File: src/rtl/spwh_pkg.sv
package spwh_pkg;

    // Default widths
    localparam int DEF_POS_BITS   = 16;
    localparam int DEF_TIMER_BITS = 16;

    // Fixed field widths
    localparam int CMD_BITS   = 3;
    localparam int VALUE_BITS = 16;
    localparam int CFG_BITS   = 16;
    localparam int APB_AW     = 4;
    localparam int APB_DW     = 32;

    // Configuration reset values
    localparam logic [CFG_BITS-1:0]        CFG_HALF_RST = 16'd1000;
    localparam logic signed [CFG_BITS-1:0] CFG_IMIN_RST = -16'sd100;
    localparam logic signed [CFG_BITS-1:0] CFG_IMAX_RST = 16'sd100;

    // Configuration register index (paddr[3:2])
    typedef enum logic [1:0] {
        REG_HALF = 2'd0,
        REG_IMIN = 2'd1,
        REG_IMAX = 2'd2
    } t_reg_idx;

    // Input word command codes
    typedef enum logic [CMD_BITS-1:0] {
        CMD_TICK      = 3'd0,
        CMD_MOVE_ABS  = 3'd1,
        CMD_MOVE_REL  = 3'd2,
        CMD_CALIBRATE = 3'd3,
        CMD_ENABLE    = 3'd4,
        CMD_DISABLE   = 3'd5
    } t_cmd_code;

    // Step pulse phase
    typedef enum logic [1:0] {
        PH_IDLE = 2'd0,
        PH_HIGH = 2'd1,
        PH_LOW  = 2'd2
    } t_phase;

    // Homing phase
    typedef enum logic [1:0] {
        CAL_NONE  = 2'd0,
        CAL_LEFT  = 2'd1,
        CAL_RIGHT = 2'd2
    } t_cal;

    // Controller states
    typedef enum logic [2:0] {
        ST_IDLE  = 3'd0,
        ST_MUL   = 3'd1,
        ST_PREP  = 3'd2,
        ST_DIV   = 3'd3,
        ST_ADD   = 3'd4,
        ST_CLAMP = 3'd5,
        ST_POST  = 3'd6
    } t_state;

    // Controller to datapath commands
    typedef struct packed {
        logic accept;
        logic mul;
        logic prep;
        logic div_step;
        logic add;
        logic clamp;
        logic load_out;
    } t_dp_cmd;

    // Datapath to controller status
    typedef struct packed {
        logic move_go;
        logic div_last;
    } t_dp_sts;

endpackage

File: src/rtl/spwh_ctrl.sv
module spwh_ctrl import spwh_pkg::*; (
    input  logic    i_clk,
    input  logic    i_rst_n,
    input  logic    i_in_valid,
    output logic    o_in_ready,
    output logic    o_out_valid,
    input  logic    i_out_ready,
    input  t_dp_sts i_sts,
    output t_dp_cmd o_cmd
);

    t_state r_state;
    t_state n_state;
    logic   r_out_valid;
    logic   n_out_valid;
    logic   w_accept;
    logic   w_slot_free;

    assign w_accept    = (r_state == ST_IDLE) && i_in_valid;
    assign w_slot_free = !r_out_valid || i_out_ready;

    // Next state
    always_comb begin
        n_state = r_state;
        case (r_state)
            ST_IDLE: begin
                if (w_accept) begin
                    n_state = i_sts.move_go ? ST_MUL : ST_POST;
                end
            end
            ST_MUL:   n_state = ST_PREP;
            ST_PREP:  n_state = ST_DIV;
            ST_DIV: begin
                if (i_sts.div_last) begin
                    n_state = ST_ADD;
                end
            end
            ST_ADD:   n_state = ST_CLAMP;
            ST_CLAMP: n_state = ST_POST;
            ST_POST: begin
                if (w_slot_free) begin
                    n_state = ST_IDLE;
                end
            end
            default:  n_state = ST_IDLE;
        endcase
    end

    // Datapath commands and handshake outputs
    always_comb begin
        o_cmd          = '0;
        o_in_ready     = (r_state == ST_IDLE);
        o_cmd.accept   = w_accept;
        o_cmd.mul      = (r_state == ST_MUL);
        o_cmd.prep     = (r_state == ST_PREP);
        o_cmd.div_step = (r_state == ST_DIV);
        o_cmd.add      = (r_state == ST_ADD);
        o_cmd.clamp    = (r_state == ST_CLAMP);
        o_cmd.load_out = (r_state == ST_POST) && w_slot_free;
    end

    // Output word valid: set on load, drop when taken
    always_comb begin
        n_out_valid = r_out_valid;
        if (o_cmd.load_out) begin
            n_out_valid = 1'b1;
        end else if (r_out_valid && i_out_ready) begin
            n_out_valid = 1'b0;
        end
    end

    assign o_out_valid = r_out_valid;

    always_ff @(posedge i_clk) begin
        if (!i_rst_n) begin
            r_state     <= ST_IDLE;
            r_out_valid <= 1'b0;
        end else begin
            r_state     <= n_state;
            r_out_valid <= n_out_valid;
        end
    end

endmodule

File: config.mk
export PLATFORM = sky130hd
export DESIGN_NAME = spwh_ctrl
export DESIGN_NICKNAME = d
export VERILOG_FILES = /design/src/rtl/spwh_pkg.sv /design/src/rtl/spwh_ctrl.sv
export SDC_FILE = /design/constraint.sdc
export NUM_CORES = 1
export LEC_CHECK = 0
export BUFFER_PORTS_ARGS = -buffer_cell sky130_fd_sc_hd__buf_2
export CAP_MARGIN = 20
export CORE_AREA = 2 2 39 41
export DETAILED_ROUTE_END_ITERATION = 12
export DIE_AREA = 0 0 41 43
export MAX_ROUTING_LAYER = met4
export RECOVER_POWER = 50
export SLEW_MARGIN = 10
export SYNTH_ARGS = -nofsm -noshare
export SYNTH_HDL_FRONTEND = slang
export SYNTH_SLANG_ARGS = --single-unit
File: constraint.sdc
create_clock -name i_clk -period 1.6 [get_ports i_clk]
set_clock_uncertainty 0.05 [all_clocks]
set_input_delay 0.16 -clock i_clk [delete_from_list [all_inputs] [get_ports i_clk]]
set_output_delay 0.16 -clock i_clk [all_outputs]
set_load 0.01 [all_outputs]
==> impl_metrics.yaml <==
setup_path:
  r2r_setup_slack_ns: 0.34
  cpPeakStageDelay_ns: 0.59
  path_class: "flip-flop to output port"
  startpoint_type: "flip-flop"
  r2r-start: "r_state[0]"
  arrival_ns: 1.27
  cp-startpoint: "r_state[0]"
  path_max_fanout: 15
  cp-end-kind: "output port"
  cp_slowest_cell: "dfxtp_1"
  cp.required_ns: 1.39
  crit_path_cell_trace: "nor3_1 > and2_1 > buf_2"
  r2r_end: "r_state[2]"
  rr_worst_depth: 3
power_and_ir_drop:
  p_sw_share_pct: 33.75
  power.leakage_nw: 0.1660
  power_frac_clock_pct: 33.1
  p_comb_share_pct: 26.8
  sequentialPowerShare_pct: 40.1
  p_total_mw: 0.3794
  p_int_mw: 0.2514
  powerDensity_nw_per_um2: 1035
  peakVddDrop_v: 0.0003478
  p_sw_mw: 0.1281
placement:
  dpl_cell_area_um2: 354.1
  port_buffers: 14
  post-dp-hpwl_um: 495.6
  dp_cells: 60
  gp_congestion: 0.7844
clock_network:
  cts_buffers: 3
  htree_levels: 1
  cts_tree: "built"
  cts_resized: 0
  clk_pin_slew_ns: 0.04
  cts_setup_buffers: 0
  insertion_delay_ns: 0.24
  root_buffer: "clkbuf_4"
  cts_max_path_buffers: 2
  cts.sinks: 4
  cts-hold-fix-buffers: 0
global_routing:
  grt_pass1_wl_um: 1124
  antenna_found_initial: 0
  first_global_vias: 278
  track_usage_pct: 10.38
  grt_start_max_net_pins: 16
  grt-ovfl-total: 0
route:
  first_pass_iters: 3
  wl_met1_um: 338
  drtIter0Drc: 11
  met2_length_um: 325
  via_per_inst: 4.857
  route.met3.wl_um: 43
  drtAntennaViolNets: 0
  dr_total_vias: 306
  drt-total-wl_um: 729
  routed.top_layer: "met4"
  wire_per_inst_um: 11.57
  drcViolationCount: 0
logic_synthesis:
  syn-num-nets: 41
  synth_cells: 35
  yosysWarnings: 0
  synth_cell_types: 22
  synth_area_leaders: "dfxtp_1 (26%), buf_4 (9.8%), nor3b_1 (9.8%), and3b_1 (5.7%), nor3b_2 (4.1%)"
  yosys.area.top_type: "dfxtp_1"
  synth.top_cell.area_share_pct: 26.23
  synth-seq-cells: 4
  seq_area_frac_synth_pct: 26.23
  syn-mean-instance-area_um2: 8.723
  syn_area_um2: 305.3
min_path:
  min_from: "i_rst_n"
  holdPathEnd: "o_out_valid"
  holdPathStages: 2
  min_path_type: "input pin to flip-flop"
floorplan:
  dieHeight_um: 43
  start_util_pct: 22.06
  row_count: 14
  die-area_um2: 1763
  die_w_um: 41
  ioPinCount: 15
  coreArea_um2: 1384
final_layout:
  layout.nets: 55
  nFillCells: 152
  final_common_cell: "buf_2"
  layout_common_cells: "buf_2 (12), nor3b_1 (4), nor2_1 (3), clkbuf_4 (3)"
  n_antenna_cell: 0
  finalInstanceArea_um2: 366.6
  syn_to_final_growth_pct: 20.08
  fin_cells: 63
  drive_gt1_share_pct: 38.30
timing:
  rsz0062_at_grt: "no"
  slew_violations: 0
  max_slew_margin_pct: 70.08
  fin_crit_sh_pct: 92.39
  max_freq_mhz: 676.5
  final-setup-viol-count: 0
  worst_pin_slew_ns: 0.4483
  fin_setup_tns_ns: 0
  period_minus_slack_ns: 1.478
  hold_viol: 0
run_status:
  status: "completed"
job:
  drv_cap: 0
-- routing by layer --
layer  up-vias  global-route usage [%]
li1        153                       -
met1       139                   11.86
met2        10                   12.50
met3         4                   4.712
met4         0                   10.00
met5         -                       -
-- synthesized netlist by cell type --
cell type	count
nor3_1	1
nor3b_2	1
and3b_1	2
buf_6	1
nor4b_1	1
o211ai_2	1
a211o_1	1
nand2_1	1
nor2_1	3
nand3_1	1
nor3_2	1
a311oi_1	1
o311ai_1	1
o21ai_0	1
nor3b_1	4
a21oi_1	2
and2_1	1
dfxtp_1	4
o21a_1	1
nor2b_1	1
nand2b_1	1
buf_4	4
-- layout make-up --
type | instances | area, µm² | area share [%]
tap | 16 | 20.02 | 5.461
timing repair buffer | 14 | 67.56 | 18.43
clock buffer | 3 | 22.52 | 6.143
multi-input combinational | 26 | 173.9 | 47.44
sequential | 4 | 82.58 | 22.53
-- worst max-delay path, delay by kind of cell (launching register included) --
kind                   cells  cell delay, ns
DFF                        1            0.59
and+or+nand+nor            2            0.32
buffers and inverters      1            0.13
-- cells by family after synthesis --
family | after synthesis | synth area share, %
and+or+nand+nor | 18 | 40.16
AOI/OAI and AO/OA | 8 | 20.08
buffers and inverters | 5 | 13.52
DFF | 4 | 26.23
-- per-stage QoR --
stage	setup WS, ns	utilization (%)	hold slack, ns
final	0.1217	26.49	0.1430
after global routing	0.02875	26.49	0.1372
after CTS	0.07005	27.22	0.1273
after detailed placement	0.3257	25.59	0.3691
after global placement	0.3523	25.59	0.3679
after floorplan	0.4171	-	0.2275
-- power groups by stage --
stage	clock network, mW	logic, mW	registers [mW]
after detailed placement	0	0.105	0.154
after floorplan	0	0.110	0.126
after CTS	0.133	0.106	0.152
after global routing	0.138	0.115	0.156
final	0.125	0.102	0.152
after global placement	0	0.104	0.152
-- worst max-delay path by stage --
stage,to,slack (ns),cells after the start
2_1_floorplan,o_cmd[6],0.42,4
3_3_place_gp,o_cmd[0],0.35,3
3_5_place_dp,o_cmd[0],0.33,3
4_1_cts,o_cmd[0],0.07,3
5_1_grt,o_cmd[6],0.03,3
6_report,o_cmd[6],0.12,3
-- sequential cells by signal, summed over array words and instances (netlist names) --
signal / cells
r_state: 3
o_out_valid: 1
Note: power is estimated with default switching activity, not from simulation.
