File: src/rtl/spwh_pkg.sv
package spwh_pkg;

    // Default widths
    localparam int DEF_POS_BITS   = 16;
    localparam int DEF_TIMER_BITS = 16;

    // Fixed field widths
    localparam int CMD_BITS   = 3;
    localparam int VALUE_BITS = 16;
    localparam int CFG_BITS   = 16;
    localparam int APB_AW     = 4;
    localparam int APB_DW     = 32;

    // Configuration reset values
    localparam logic [CFG_BITS-1:0]        CFG_HALF_RST = 16'd1000;
    localparam logic signed [CFG_BITS-1:0] CFG_IMIN_RST = -16'sd100;
    localparam logic signed [CFG_BITS-1:0] CFG_IMAX_RST = 16'sd100;

    // Configuration register index (paddr[3:2])
    typedef enum logic [1:0] {
        REG_HALF = 2'd0,
        REG_IMIN = 2'd1,
        REG_IMAX = 2'd2
    } t_reg_idx;

    // Input word command codes
    typedef enum logic [CMD_BITS-1:0] {
        CMD_TICK      = 3'd0,
        CMD_MOVE_ABS  = 3'd1,
        CMD_MOVE_REL  = 3'd2,
        CMD_CALIBRATE = 3'd3,
        CMD_ENABLE    = 3'd4,
        CMD_DISABLE   = 3'd5
    } t_cmd_code;

    // Step pulse phase
    typedef enum logic [1:0] {
        PH_IDLE = 2'd0,
        PH_HIGH = 2'd1,
        PH_LOW  = 2'd2
    } t_phase;

    // Homing phase
    typedef enum logic [1:0] {
        CAL_NONE  = 2'd0,
        CAL_LEFT  = 2'd1,
        CAL_RIGHT = 2'd2
    } t_cal;

    // Controller states
    typedef enum logic [2:0] {
        ST_IDLE  = 3'd0,
        ST_MUL   = 3'd1,
        ST_PREP  = 3'd2,
        ST_DIV   = 3'd3,
        ST_ADD   = 3'd4,
        ST_CLAMP = 3'd5,
        ST_POST  = 3'd6
    } t_state;

    // Controller to datapath commands
    typedef struct packed {
        logic accept;
        logic mul;
        logic prep;
        logic div_step;
        logic add;
        logic clamp;
        logic load_out;
    } t_dp_cmd;

    // Datapath to controller status
    typedef struct packed {
        logic move_go;
        logic div_last;
    } t_dp_sts;

endpackage

File: src/rtl/spwh_dp.sv
module spwh_dp import spwh_pkg::*; #(
    parameter int POS_BITS   = DEF_POS_BITS,
    parameter int TIMER_BITS = DEF_TIMER_BITS
) (
    input  logic                         i_clk,
    input  logic                         i_rst_n,
    input  t_dp_cmd                      i_cmd,
    output t_dp_sts                      o_sts,
    input  logic [CMD_BITS-1:0]          i_command,
    input  logic signed [VALUE_BITS-1:0] i_value,
    input  logic                         i_left_limit_n,
    input  logic                         i_right_limit_n,
    input  logic [CFG_BITS-1:0]          i_half,
    input  logic signed [CFG_BITS-1:0]   i_imin,
    input  logic signed [CFG_BITS-1:0]   i_imax,
    output logic                         o_step_pulse,
    output logic                         o_step_dir,
    output logic signed [POS_BITS-1:0]   o_position,
    output logic signed [POS_BITS-1:0]   o_target,
    output logic                         o_calibrating,
    output logic                         o_calibrated,
    output logic [POS_BITS-1:0]          o_calibration_steps
);

    localparam int XW = VALUE_BITS + 1;          // input range difference
    localparam int YW = VALUE_BITS + 2;          // command value offset
    localparam int DW = POS_BITS + 1;            // bound span
    localparam int PW = YW + DW;                 // signed product
    localparam int NW = POS_BITS + 17;           // dividend magnitude
    localparam int SW = NW + 3;                  // final sum
    localparam int CW = $clog2(NW);
    localparam int HW = (TIMER_BITS > CFG_BITS) ? TIMER_BITS : CFG_BITS;

    // Architectural state
    logic signed [POS_BITS-1:0] r_pos,   n_pos;
    logic signed [POS_BITS-1:0] r_tgt,   n_tgt;
    logic signed [POS_BITS-1:0] r_lo,    n_lo;
    logic signed [POS_BITS-1:0] r_hi,    n_hi;
    logic                       r_en,    n_en;
    logic                       r_cald,  n_cald;
    t_phase                     r_phase, n_phase;
    logic [TIMER_BITS-1:0]      r_timer, n_timer;
    logic                       r_dir,   n_dir;
    t_cal                       r_calph, n_calph;
    logic [POS_BITS-1:0]        r_count, n_count;

    // Move arithmetic
    logic signed [VALUE_BITS-1:0] r_val;
    logic                         r_rel;
    logic signed [PW-1:0]         r_prod;
    logic                         r_neg;
    logic [NW-1:0]                r_quo;
    logic [XW-1:0]                r_rem;
    logic [XW-1:0]                r_dvs;
    logic [CW-1:0]                r_cnt;
    logic signed [SW-1:0]         r_sum;

    logic [HW-1:0]             w_half_ext;
    logic [HW-1:0]             w_tmr_max_ext;
    logic [TIMER_BITS-1:0]     w_half;
    logic signed [XW-1:0]      w_den;
    logic signed [YW-1:0]      w_xd;
    logic signed [DW-1:0]      w_od;
    logic [PW-1:0]             w_pabs;
    logic [XW-1:0]             w_dabs;
    logic [XW:0]               w_rsh;
    logic                      w_fit;
    logic signed [SW-1:0]      w_q;
    logic signed [SW-1:0]      w_om;
    logic signed [SW-1:0]      w_tadd;
    logic signed [SW-1:0]      w_lo_x;
    logic signed [SW-1:0]      w_hi_x;
    logic                      w_is_move;

    // Clamp the half period to the timer range
    assign w_half_ext    = HW'(i_half);
    assign w_tmr_max_ext = HW'({TIMER_BITS{1'b1}});
    assign w_half        = (w_half_ext > w_tmr_max_ext) ? TIMER_BITS'(w_tmr_max_ext)
                                                         : TIMER_BITS'(w_half_ext);

    // Range differences; relative moves offset the value by twice input_min
    assign w_den = {i_imax[CFG_BITS-1], i_imax} - {i_imin[CFG_BITS-1], i_imin};
    assign w_xd  = {{2{r_val[VALUE_BITS-1]}}, r_val}
                 - (r_rel ? {i_imin[CFG_BITS-1], i_imin, 1'b0}
                          : {{2{i_imin[CFG_BITS-1]}}, i_imin});
    assign w_od  = {r_hi[POS_BITS-1], r_hi} - {r_lo[POS_BITS-1], r_lo};

    // Start a move only when the input range is not empty
    assign w_is_move = (i_command == CMD_MOVE_ABS) || (i_command == CMD_MOVE_REL);
    assign o_sts.move_go  = w_is_move && (w_den != '0);
    assign o_sts.div_last = (r_cnt == CW'(NW - 1));

    // Magnitudes for the divider
    assign w_pabs = r_prod[PW-1] ? PW'(-r_prod) : PW'(r_prod);
    assign w_dabs = w_den[XW-1] ? XW'(-w_den) : XW'(w_den);

    // One restoring divide step
    assign w_rsh = {r_rem, r_quo[NW-1]};
    assign w_fit = (w_rsh >= {1'b0, r_dvs});

    // Signed quotient, offset and clamp operands
    assign w_q    = r_neg ? -$signed({{(SW-NW){1'b0}}, r_quo})
                          : $signed({{(SW-NW){1'b0}}, r_quo});
    assign w_lo_x = {{(SW-POS_BITS){r_lo[POS_BITS-1]}}, r_lo};
    assign w_hi_x = {{(SW-POS_BITS){r_hi[POS_BITS-1]}}, r_hi};
    assign w_om   = r_rel ? (w_lo_x <<< 1) : w_lo_x;
    assign w_tadd = r_rel ? {{(SW-POS_BITS){r_tgt[POS_BITS-1]}}, r_tgt} : '0;

    // Next architectural state
    always_comb begin
        t_phase                v_ph;
        logic [TIMER_BITS-1:0] v_tm;
        t_cal                  v_cal;
        logic                  v_start;
        logic                  v_sdir;
        logic [POS_BITS-1:0]   v_h;

        n_pos   = r_pos;
        n_tgt   = r_tgt;
        n_lo    = r_lo;
        n_hi    = r_hi;
        n_en    = r_en;
        n_cald  = r_cald;
        n_phase = r_phase;
        n_timer = r_timer;
        n_dir   = r_dir;
        n_calph = r_calph;
        n_count = r_count;
        v_ph    = r_phase;
        v_tm    = r_timer;
        v_cal   = r_calph;
        v_start = 1'b0;
        v_sdir  = 1'b0;
        v_h     = r_count >> 1;

        if (i_cmd.accept) begin
            case (t_cmd_code'(i_command))
                CMD_TICK: begin
                    if (r_phase != PH_IDLE) begin
                        // Advance the running pulse
                        if (v_ph == PH_HIGH) begin
                            if (v_tm >= w_half) begin
                                v_ph = PH_LOW;
                                v_tm = TIMER_BITS'(1);
                            end else begin
                                v_tm = v_tm + 1'b1;
                            end
                        end else if (v_tm < w_half) begin
                            v_tm = v_tm + 1'b1;
                        end
                        if (v_ph == PH_LOW && v_tm >= w_half) begin
                            v_ph = PH_IDLE;
                            v_tm = '0;
                            if (r_dir) begin
                                n_pos = r_pos + 1'b1;
                                if (r_calph == CAL_RIGHT && r_count != '1) begin
                                    n_count = r_count + 1'b1;
                                end
                            end else begin
                                n_pos = r_pos - 1'b1;
                            end
                        end
                        n_phase = v_ph;
                        n_timer = v_tm;
                    end else begin
                        // Homing left, then right
                        if (v_cal == CAL_LEFT) begin
                            if (r_en && i_left_limit_n) begin
                                v_start = 1'b1;
                                v_sdir  = 1'b0;
                            end else begin
                                v_cal = CAL_RIGHT;
                            end
                        end
                        if (!v_start && v_cal == CAL_RIGHT) begin
                            if (r_en && i_right_limit_n) begin
                                v_start = 1'b1;
                                v_sdir  = 1'b1;
                            end else begin
                                n_pos  = v_h;
                                n_hi   = v_h;
                                n_lo   = -v_h;
                                n_tgt  = '0;
                                n_cald = 1'b1;
                                v_cal  = CAL_NONE;
                            end
                        end else if (!v_start && r_en) begin
                            // Step toward the target unless blocked
                            if (r_tgt < r_pos) begin
                                if (i_left_limit_n) begin
                                    v_start = 1'b1;
                                    v_sdir  = 1'b0;
                                end
                            end else if (r_tgt > r_pos) begin
                                if (i_right_limit_n) begin
                                    v_start = 1'b1;
                                    v_sdir  = 1'b1;
                                end
                            end
                        end
                        n_calph = v_cal;
                        if (v_start) begin
                            n_phase = PH_HIGH;
                            n_timer = TIMER_BITS'(1);
                            n_dir   = v_sdir;
                        end
                    end
                end
                CMD_CALIBRATE: begin
                    n_calph = CAL_LEFT;
                    n_count = '0;
                end
                CMD_ENABLE:  n_en = 1'b1;
                CMD_DISABLE: n_en = 1'b0;
                default: ;
            endcase
        end

        // Clamp the new target to the travel bounds
        if (i_cmd.clamp) begin
            if (r_sum < w_lo_x) begin
                n_tgt = r_lo;
            end else if (r_sum > w_hi_x) begin
                n_tgt = r_hi;
            end else begin
                n_tgt = r_sum[POS_BITS-1:0];
            end
        end
    end

    always_ff @(posedge i_clk) begin
        if (!i_rst_n) begin
            r_pos   <= '0;
            r_tgt   <= '0;
            r_lo    <= '0;
            r_hi    <= '0;
            r_en    <= 1'b0;
            r_cald  <= 1'b0;
            r_phase <= PH_IDLE;
            r_timer <= '0;
            r_dir   <= 1'b0;
            r_calph <= CAL_NONE;
            r_count <= '0;
        end else begin
            r_pos   <= n_pos;
            r_tgt   <= n_tgt;
            r_lo    <= n_lo;
            r_hi    <= n_hi;
            r_en    <= n_en;
            r_cald  <= n_cald;
            r_phase <= n_phase;
            r_timer <= n_timer;
            r_dir   <= n_dir;
            r_calph <= n_calph;
            r_count <= n_count;
        end
    end

    // Move scaling: multiply, divide, offset
    always_ff @(posedge i_clk) begin
        if (i_cmd.accept) begin
            r_val <= i_value;
            r_rel <= (i_command == CMD_MOVE_REL);
        end
        if (i_cmd.mul) begin
            r_prod <= w_xd * w_od;
        end
        if (i_cmd.prep) begin
            r_neg <= r_prod[PW-1] ^ w_den[XW-1];
            r_quo <= w_pabs[NW-1:0];
            r_dvs <= w_dabs;
            r_rem <= '0;
            r_cnt <= '0;
        end
        if (i_cmd.div_step) begin
            r_quo <= {r_quo[NW-2:0], w_fit};
            r_rem <= w_fit ? XW'(w_rsh - {1'b0, r_dvs}) : w_rsh[XW-1:0];
            r_cnt <= r_cnt + 1'b1;
        end
        if (i_cmd.add) begin
            r_sum <= w_q + w_om + w_tadd;
        end
    end

    // Output word register
    always_ff @(posedge i_clk) begin
        if (i_cmd.load_out) begin
            o_step_pulse        <= (r_phase == PH_HIGH);
            o_step_dir          <= r_dir;
            o_position          <= r_pos;
            o_target            <= r_tgt;
            o_calibrating       <= (r_calph != CAL_NONE);
            o_calibrated        <= r_cald;
            o_calibration_steps <= r_count;
        end
    end

endmodule

File: config.mk
export PLATFORM = sky130hd
export DESIGN_NAME = spwh_dp
export DESIGN_NICKNAME = d
export VERILOG_FILES = /design/src/rtl/spwh_pkg.sv /design/src/rtl/spwh_dp.sv
export SDC_FILE = /design/constraint.sdc
export NUM_CORES = 2
export LEC_CHECK = 0
export BUFFER_PORTS_ARGS = -buffer_cell sky130_fd_sc_hd__buf_2
export CELL_PAD_IN_SITES_DETAIL_PLACEMENT = 1
export CELL_PAD_IN_SITES_GLOBAL_PLACEMENT = 2
export CORE_MARGIN = 1
export CORE_UTILIZATION = 44
export DETAILED_ROUTE_END_ITERATION = 16
export GPL_ROUTABILITY_DRIVEN = 0
export PLACE_DENSITY_LB_ADDON = 0.3
export RECOVER_POWER = 50
export SYNTH_ARGS = -nofsm -noshare
export SYNTH_HDL_FRONTEND = slang
export SYNTH_SLANG_ARGS = --single-unit
File: constraint.sdc
create_clock -name i_clk -period 18.2 [get_ports i_clk]
set_input_delay 3.64 -clock i_clk [delete_from_list [all_inputs] [get_ports i_clk]]
set_output_delay 3.64 -clock i_clk [all_outputs]
set_load 0.02 [all_outputs]
==> results.toml <==
[outcome]
outcome = "complete, but fails checks"
failed_checks = "max-capacitance violations, max-slew violations"

[synthesis]
asyncSetResetFlopFracSynth_pct = 0
netlist_top_cells_area = "sky130_fd_sc_hd__fa_1 (19%), sky130_fd_sc_hd__edfxtp_1 (19%), sky130_fd_sc_hd__ha_1 (12%), sky130_fd_sc_hd__dfxtp_1 (6.0%), sky130_fd_sc_hd__inv_1 (5.7%)"
yosysUniqueCellTypes = 86
synth.area.mux_share_pct = 2.47
post_synthesis_instance_area_um2 = 33700
netlist.area_leader.share_pct = 19.2
fraction_of_the_mapped_netlist_area_in_compound_gates_pct = 13.0
synthesis.instances = 3686
yosys.area.top_type = "sky130_fd_sc_hd__fa_1"
postSynthNetCount = 4400
synth_fa_ha_area_share_pct = 30.9
synth-xor-area-share_pct = 6.42
combinational_family_with_the_most_area_after_synthesis = "adder cells"
syn_avg_cell_area_um2 = 9.15
postSynthRegisterBits = 313
yosys_warnings = 0
postSynth.topFlopCell = "sky130_fd_sc_hd__edfxtp_1"
yosysSeqAreaShare_pct = 24.9
number_of_flops_mapped_to_enable_cells_by_yosys = 212
simple_gate_fraction_of_synth_area_pct = 15.4

[clock_tree]
cts-htree-levels = 2
cts-root-buf = "sky130_fd_sc_hd__clkbuf_16"
clock_sinks = 313
tritoncts.num_buffers = 42
cts_buffer_depth = 3
holdBufCountCts = 0
clock_latency_ns = 0.61
clkSlewWorstSetupHoldPaths_ns = 0.06
cts_tree = "yes"
cts_resized = 0
post-cts-setup-buffers = 0

[placement]
port_buffers = 131
post-dp-hpwl_um = 79800

[routing]
totalWireLength_um = 99200
route.detailed.wl_per_inst_um = 20.6
antenna_violating_nets_post_route = 0
dr_total_vias = 26500
route.detailed.vias_per_inst = 5.51
drc_errors = 0
detail_route.iter0.violations = 1391
drt-pass1-iter-count = 5

[global_route]
grt_first_pass_wirelength_um = 158000
gr-total-overflow = 0
pin_count_of_the_biggest_net_entering_global_routing = 64
antenna_found_initial = 2
gr-usage-all-layers_pct = 25.7
grt_pass1_vias = 28000

[timing]
worst_slew_margin_rel_pct = -115
fin_skew_ns = 0.0492
fin_worst_hold_slack_ns = 0.454
hold_viol = 0
tightest_slew_ns = 3.22
rsz_0062_raised_after_global_routing = "no"
drv_slew = 266
setup_viol = 0
final_period_minus_worst_setup_slack_ns = 11.96
portion_of_the_clock_cycle_consumed_by_the_worst_path_in_the_final_layout_pct = 65.7
setup_tns_final_ns = 0
achievable-frequency_mhz = 83.6

[die]
placeableCoreArea_um2 = 75800
die-height_um = 279
floorplan.die_area_um2 = 77700
top_level_ports = 132
die-width_um = 279
placementRows = 101
floorplan.initialDensity_pct = 44.5

[final_layout]
fillCellCount = 8773
final_net_count = 4514
finish.utilization_pct = 49.0
area.growth.synth_to_final_pct = 10.2
ff_latch_area_um2 = 8390
antenna-diode-count = 0
layout-drive-gt1-share_pct = 7.75
multiInputGateArea_um2 = 23000

[worst_hold_path]
worstHoldPathType = "reg -> reg"

[setup_path]
crit_family = "adder cells"
timing.critical_path.mode_cell = "sky130_fd_sc_hd__fa_1"
worstSetupStartpointType = "input port"
critPathCaptureType = "flop"
cp_num_buf_inv = 5
cp_data_arrival_time_ns = 12.30
cp_slowest_stage_delay_ns = 0.80
timing.setup.critical_path_class = "in -> reg"
cp_data_required_time_ns = 18.55
critical_path_peak_fanout = 10
cell_at_the_slowest_stage_of_the_critical_path = "sky130_fd_sc_hd__or4_1"

[power_and_ir_drop]
report.power.total_mw = 2.69
pleak_nw = 17.2
worst_ir_drop_vdd_uv = 79.3
power.density_cell_area_nw_per_um2 = 72.3

[flow_run]
drv_cap = 6
state kept, by name (all words and copies together) (netlist names), 17 cells and up:
name,cells
r_rem,17
r_dvs,17
r_quo,33
r_sum,36
r_prod,33
where the power goes:
group	internal (mW)	switching [mW]
clock	0.604	0.369
sequential	0.852	0.0548
combinational	0.308	0.499
area by class of cell:
| cell class | instances | share of cell area [%] |
|---|---|---|
| Clock inverter | 34 | 1.51 |
| Multi-Input combinational cell | 2755 | 62.0 |
| Inverter | 517 | 5.22 |
| Timing Repair Buffer | 171 | 2.51 |
| Clock buffer | 44 | 2.85 |
| Sequential cell | 313 | 22.6 |
| Tap cell | 978 | 3.29 |
final timing paths:
path         cells past startpoint       from  slack, ns            to
max                             30  i_imin[0]       6.24    r_prod[34]
min reg2reg                      0     r_cald       0.45  o_calibrated
max reg2reg                     28      r_rel       6.63    r_prod[34]
min                              0     r_cald       0.45  o_calibrated
per-stage QoR:
stage	cells	area, µm²	setup slack [ns]
after floorplan	3686	33700	6.81
after global placement	4734	35500	5.85
after detailed placement	4734	35500	5.68
after CTS	4812	37200	6.33
after global routing	4812	37100	5.57
final	4812	37100	6.24
layout by cell type (no fill, tap or decap), types with 59 or more instances in the layout:
cell,netlist,layout
sky130_fd_sc_hd__nand3_1,59,59
sky130_fd_sc_hd__ha_1,312,312
sky130_fd_sc_hd__nor2_1,312,312
sky130_fd_sc_hd__nand2_1,381,381
sky130_fd_sc_hd__xor2_1,101,101
sky130_fd_sc_hd__fa_1,324,324
sky130_fd_sc_hd__o21ai_0,172,172
sky130_fd_sc_hd__a21oi_1,166,165
sky130_fd_sc_hd__xnor2_1,146,144
sky130_fd_sc_hd__dfxtp_1,101,101
sky130_fd_sc_hd__inv_1,516,515
sky130_fd_sc_hd__buf_2,2,119
sky130_fd_sc_hd__edfxtp_1,212,212
routing by layer:
metal | vias up | GRT usage (%) | part of all wire (%)
li1 | 12700 | - | -
met3 | 120 | 2.86 | 4.4
met5 | - | 0 | 0.013
met1 | 13200 | 35.2 | 46
met4 | 2 | 6.55 | 2.4
met2 | 503 | 43.3 | 47
cells in the mapped netlist (all sizes together) (47+ instances only):
library cell  instances
inv                 516
nand2               381
fa                  324
ha                  312
nor2                312
edfxtp              212
o21ai               173
a21oi               167
xnor2               146
dfxtp               101
xor2                101
clkbuf               95
nand3                59
a21o                 58
mux2i                58
and2                 51
nand2b               49
nor3                 47
cell families (layout without fill, tap and decap cells):
group                      Yosys count  count (layout)
buffers and inverters              618             766
DFF                                313             313
AOI/OAI and AO/OA                  677             677
xor gates and xnor gates           247             247
and+or+nand+nor                   1112            1112
adders and majority gates          639             639
muxes                               80              80
(Power assumes the default switching activity.)
